### src/hdl/mrfc_pkg.sv
// ----------------------------------------------------------------------------
// mrfc_pkg
// Types and constants shared by the rounding feasibility check block.
// ----------------------------------------------------------------------------
package mrfc_pkg;

  typedef logic signed [31:0] q16_t;
  typedef logic signed [63:0] q32_t;

  typedef enum logic [1:0] {
    OP_LOAD   = 2'd0,
    OP_ROW    = 2'd1,
    OP_FINISH = 2'd2,
    OP_NONE   = 2'd3
  } opcode_t;

  typedef enum logic [0:0] {
    REG_OFFSET    = 1'b0,
    REG_TOLERANCE = 1'b1
  } reg_index_t;

  localparam q16_t Q_NEG_INF  = 32'sh8000_0000;
  localparam q16_t Q_POS_INF  = 32'sh7FFF_FFFF;
  // value given to an integer column that rounds past the top of the range
  localparam q16_t ROUND_SAT  = 32'sh7FFF_0000;
  localparam q32_t SUM_MAX    = 64'sh7FFF_FFFF_FFFF_FFFF;
  localparam q32_t SUM_MIN    = 64'sh8000_0000_0000_0000;

  typedef struct packed {
    logic [1:0]  opcode;
    logic [9:0]  column_index;
    q16_t        value;
    q16_t        lower_bound;
    q16_t        upper_bound;
    q16_t        objective_coefficient;
    logic        is_integer;
    logic        row_end;
  } item_t;

  typedef struct packed {
    logic [1:0]  result_kind;
    q16_t        rounded_value;
    logic        rows_violated;
    q32_t        objective;
    logic        accepted;
  } result_t;

endpackage

### src/hdl/mrfc_round.sv
// ----------------------------------------------------------------------------
// mrfc_round
// If is_integer, round half away from zero to an integer Q16.16 value and clamp to bounds.
// ----------------------------------------------------------------------------
module mrfc_round (
  input  mrfc_pkg::q16_t value,
  input  mrfc_pkg::q16_t lower_bound,
  input  mrfc_pkg::q16_t upper_bound,
  input  logic           is_integer,
  output mrfc_pkg::q16_t rounded
);

  localparam logic signed [33:0] HALF  = 34'sd32768;
  localparam logic signed [33:0] R_MAX = 34'sh0_7FFF_FFFF;

  logic signed [33:0] v34;
  logic signed [33:0] lo34;
  logic signed [33:0] hi34;
  logic signed [33:0] s;
  logic signed [33:0] n;
  logic signed [33:0] r;

  always_comb begin
    v34  = {{2{value[31]}}, value};
    lo34 = {{2{lower_bound[31]}}, lower_bound};
    hi34 = {{2{upper_bound[31]}}, upper_bound};
    s    = '0;
    n    = '0;
    if (!value[31]) begin
      s = v34 + HALF;
      r = {s[33:16], 16'b0};
      if (r > R_MAX) begin
        r = {2'b00, mrfc_pkg::ROUND_SAT};
      end
    end else begin
      n = -v34;
      s = n + HALF;
      r = -{s[33:16], 16'b0};
    end
    // lower clamp first, so crossed bounds end on the upper one
    if (r < lo34) begin
      r = lo34;
    end
    if (r > hi34) begin
      r = hi34;
    end
    rounded = is_integer ? r[31:0] : value;
  end

endmodule
### config.mk
export PLATFORM = sky130hd
export DESIGN_NAME = mrfc_round
export DESIGN_NICKNAME = d
export VERILOG_FILES = /design/src/hdl/mrfc_pkg.sv /design/src/hdl/mrfc_round.sv
export SDC_FILE = /design/constraint.sdc
export NUM_CORES = 1
export LEC_CHECK = 0
export ABC_AREA = 1
export BUFFER_PORTS_ARGS = -buffer_cell sky130_fd_sc_hd__buf_2
export CORE_ASPECT_RATIO = 1.25
export CORE_MARGIN = 3
export CORE_UTILIZATION = 47
export DETAILED_ROUTE_END_ITERATION = 10
export PLACE_DENSITY = 0.78
export RECOVER_POWER = 100
export SYNTH_ARGS = -nofsm -noshare
export SYNTH_HDL_FRONTEND = slang
export SYNTH_SLANG_ARGS = --single-unit
### constraint.sdc
create_clock -name vclk -period 12.7
set_input_delay 1.27 -clock vclk [all_inputs]
set_output_delay 1.27 -clock vclk [all_outputs]
set_load 0.1 [all_outputs]
==> flow_metrics.py <==
metrics = {
    "power": {
        "p_clk_share_pct": 0,
        "p_seq_share_pct": 0,
        "p_leak_uw": 0.00317,
        "p_per_area_nw_per_um2": 82.6,
        "power_uw": 434,
        "p_int_uw": 96.1,
        "combPwrFrac_pct": 100.0,
        "p_sw_uw": 338,
        "peakVddDrop_mv": 0.0761,
        "switching_share_pct": 77.9,
    },
    "clock_tree": {
        "postCtsSetupBuffers": 0,
        "hold_buffers": 0,
        "post_cts_resized": 0,
    },
    "setup_path": {
        "arrival_ns": 9.82,
        "slowest_delay_ns": 1.02,
        "cpMaxStageDelayCell": "nand2_1",
        "cpMostUsedCell": "nand2_1",
        "worst-path-max-fanout": 49,
        "end_kind": "output port",
        "start_kind": "primary input",
        "required_ns": 11.43,
        "path_class": "primary input to output port",
    },
    "drt": {
        "wl_met2_um": 7730,
        "drcViolationCount": 0,
        "wl_met1_um": 6710,
        "drtPass1Iterations": 5,
        "drtAntennaViolNets": 0,
        "drtIter0Drc": 460,
        "vias_per_cell": 5.27,
        "post_drt_wl_per_cell_um": 13.8,
        "topRoutingLayerUsed": "met4",
        "wl_met3_um": 1110,
        "wl_um": 15800,
        "vias": 6048,
    },
    "place": {
        "routabilityCongestion": 0.984,
        "hpwl_um": 13500,
        "io_buffer_count": 129,
        "place_inst": 1148,
    },
    "sta": {
        "finalHoldViolCount": 0,
        "tns_ns": 0,
        "period_share_pct": 87.3,
        "worst_pin_slew_ns": 1.39,
        "setup_violations": 0,
        "maxSlewViolCount": 0,
        "finalCriticalPeriod_ns": 11.09,
        "rsz0062_at_grt": "false",
        "fmax_mhz": 90.2,
        "relSlewSlack_pct": 7.05,
    },
    "die": {
        "core_um2": 9370,
        "die_area_um2": 11000,
        "rows": 39,
        "die_w_um": 94.5,
        "num_io_pins": 129,
        "fp.dieH_um": 117,
        "start_util_pct": 49.2,
    },
    "synth": {
        "synthTopCellsByArea": "nand2_1 26%, ha_1 15%, inv_1 11%",
        "synth_cell_types": 46,
        "synth_area_um2": 4610,
        "syn_nets": 1072,
        "syn_avg_cell_area_um2": 5.01,
        "yosysWarningCount": 0,
        "synthCells": 919,
        "yosysTopAreaCellShare_pct": 25.5,
        "ys_seq_area_share_pct": 0,
        "synth_area_leader_cell": "nand2_1",
    },
    "finish": {
        "multi_input_area_um2": 3920,
        "layout_commonest_cell": "nand2_1",
        "drive_gt1_share_pct": 17.5,
        "nFlopsAndLatches": 0,
        "diodes": 0,
        "fillers": 1095,
        "mostFrequentLayoutCells": "314 x nand2_1, 133 x inv_1, 116 x buf_2",
        "final_nets": 1180,
        "area_growth_pct": 14.2,
        "fin_cells": 1148,
        "seqCellArea_um2": 0,
        "nClkBuffers": 0,
    },
    "outcome": {
        "status": "completed",
    },
    "global_routing": {
        "grt_usage_pct": 27.8,
        "grt_max_degree": 50,
        "grt_antenna_before_repair": 0,
        "grt_remaining_overflow": 0,
        "grt_pass1_wl_um": 25000,
        "grt_pass1_vias": 5381,
    },
    "worst_hold_path": {
        "hp-class": "primary input to output port",
        "min_from": "value[2]",
        "holdPathStages": 4,
        "hold-path-endpoint": "rounded[2]",
    },
    "job": {
        "drv_cap": 0,
    },
}
## through the flow
step	hold slack [ns]	utilization [%]	worst slack [ns]	cell area [um^2]
after detailed placement	3.04	56.3	2.35	5280
after global placement	3.04	56.3	2.50	5280
after floorplan	2.97	-	4.13	4610
final	3.04	56.1	1.61	5260
after CTS	3.04	56.3	2.34	5280
after global routing	3.05	56.1	0.762	5260
## logic make-up after synthesis
| family | after synthesis | share of synthesized area (%) |
|---|---|---|
| AND/OR/NAND/NOR | 586 | 56.5 |
| XOR/XNOR | 7 | 1.49 |
| buffers and inverters | 171 | 14.9 |
| AO/OA/AOI/OAI | 99 | 11.8 |
| adder cells (fa/ha/maj) | 56 | 15.2 |
## power by group through the flow
stage                     Clock, uW  Combinational, uW  Sequential [uW]
after global routing              0                470                0
final                             0                434                0
after global placement            0                432                0
after CTS                         0                435                0
after detailed placement          0                434                0
after floorplan                   0                354                0
## routing by layer
layer,vias up,track usage (%)
li1,3144,-
met1,2665,37.3
met2,219,50.0
met3,20,0.709
met4,0,5.49
met5,-,0
## critical path: cells and delay by family
family,cells,cell delay (ns)
AO/OA/AOI/OAI,2,0.25
AND/OR/NAND/NOR,27,5.22
adder cells (fa/ha/maj),4,0.99
buffers and inverters,5,1.47
XOR/XNOR,1,0.60
## final cells by class
cell class | count | share of cell area (%)
inverter | 147 | 10.5
timing repair buffer | 130 | 12.1
tap | 123 | 2.93
multi-input combinational | 748 | 74.4
## Yosys cell counts, types with 2 or more instances
library cell and instances:
nand3_1 90, nand3_4 2, nor4_1 7, xor2_1 5, nand3b_1 2, o21ai_0 36, nor3_1 10, nor3_2 3
a31oi_1 11, nor2_4 4, inv_1 133, o22ai_1 3, a21boi_0 2, nor2_2 12, buf_6 3, nand3_2 4
nand2_2 18, and3_1 2, inv_2 12, nor2_1 98, nand2_1 313, o21ai_1 12, nand4_1 14, buf_2 9
clkbuf_1 8, ha_1 56, buf_4 3, a21oi_1 29
## worst max-delay path by stage
stage / startpoint / endpoint / cells after the start
after floorplan: value[16] / rounded[15] / 39
after global placement: value[16] / rounded[1] / 39
after detailed placement: value[16] / rounded[1] / 39
after CTS: value[16] / rounded[1] / 39
after global routing: value[16] / rounded[22] / 39
final: value[16] / rounded[20] / 39
Note: power is estimated with default switching activity, not from simulation.
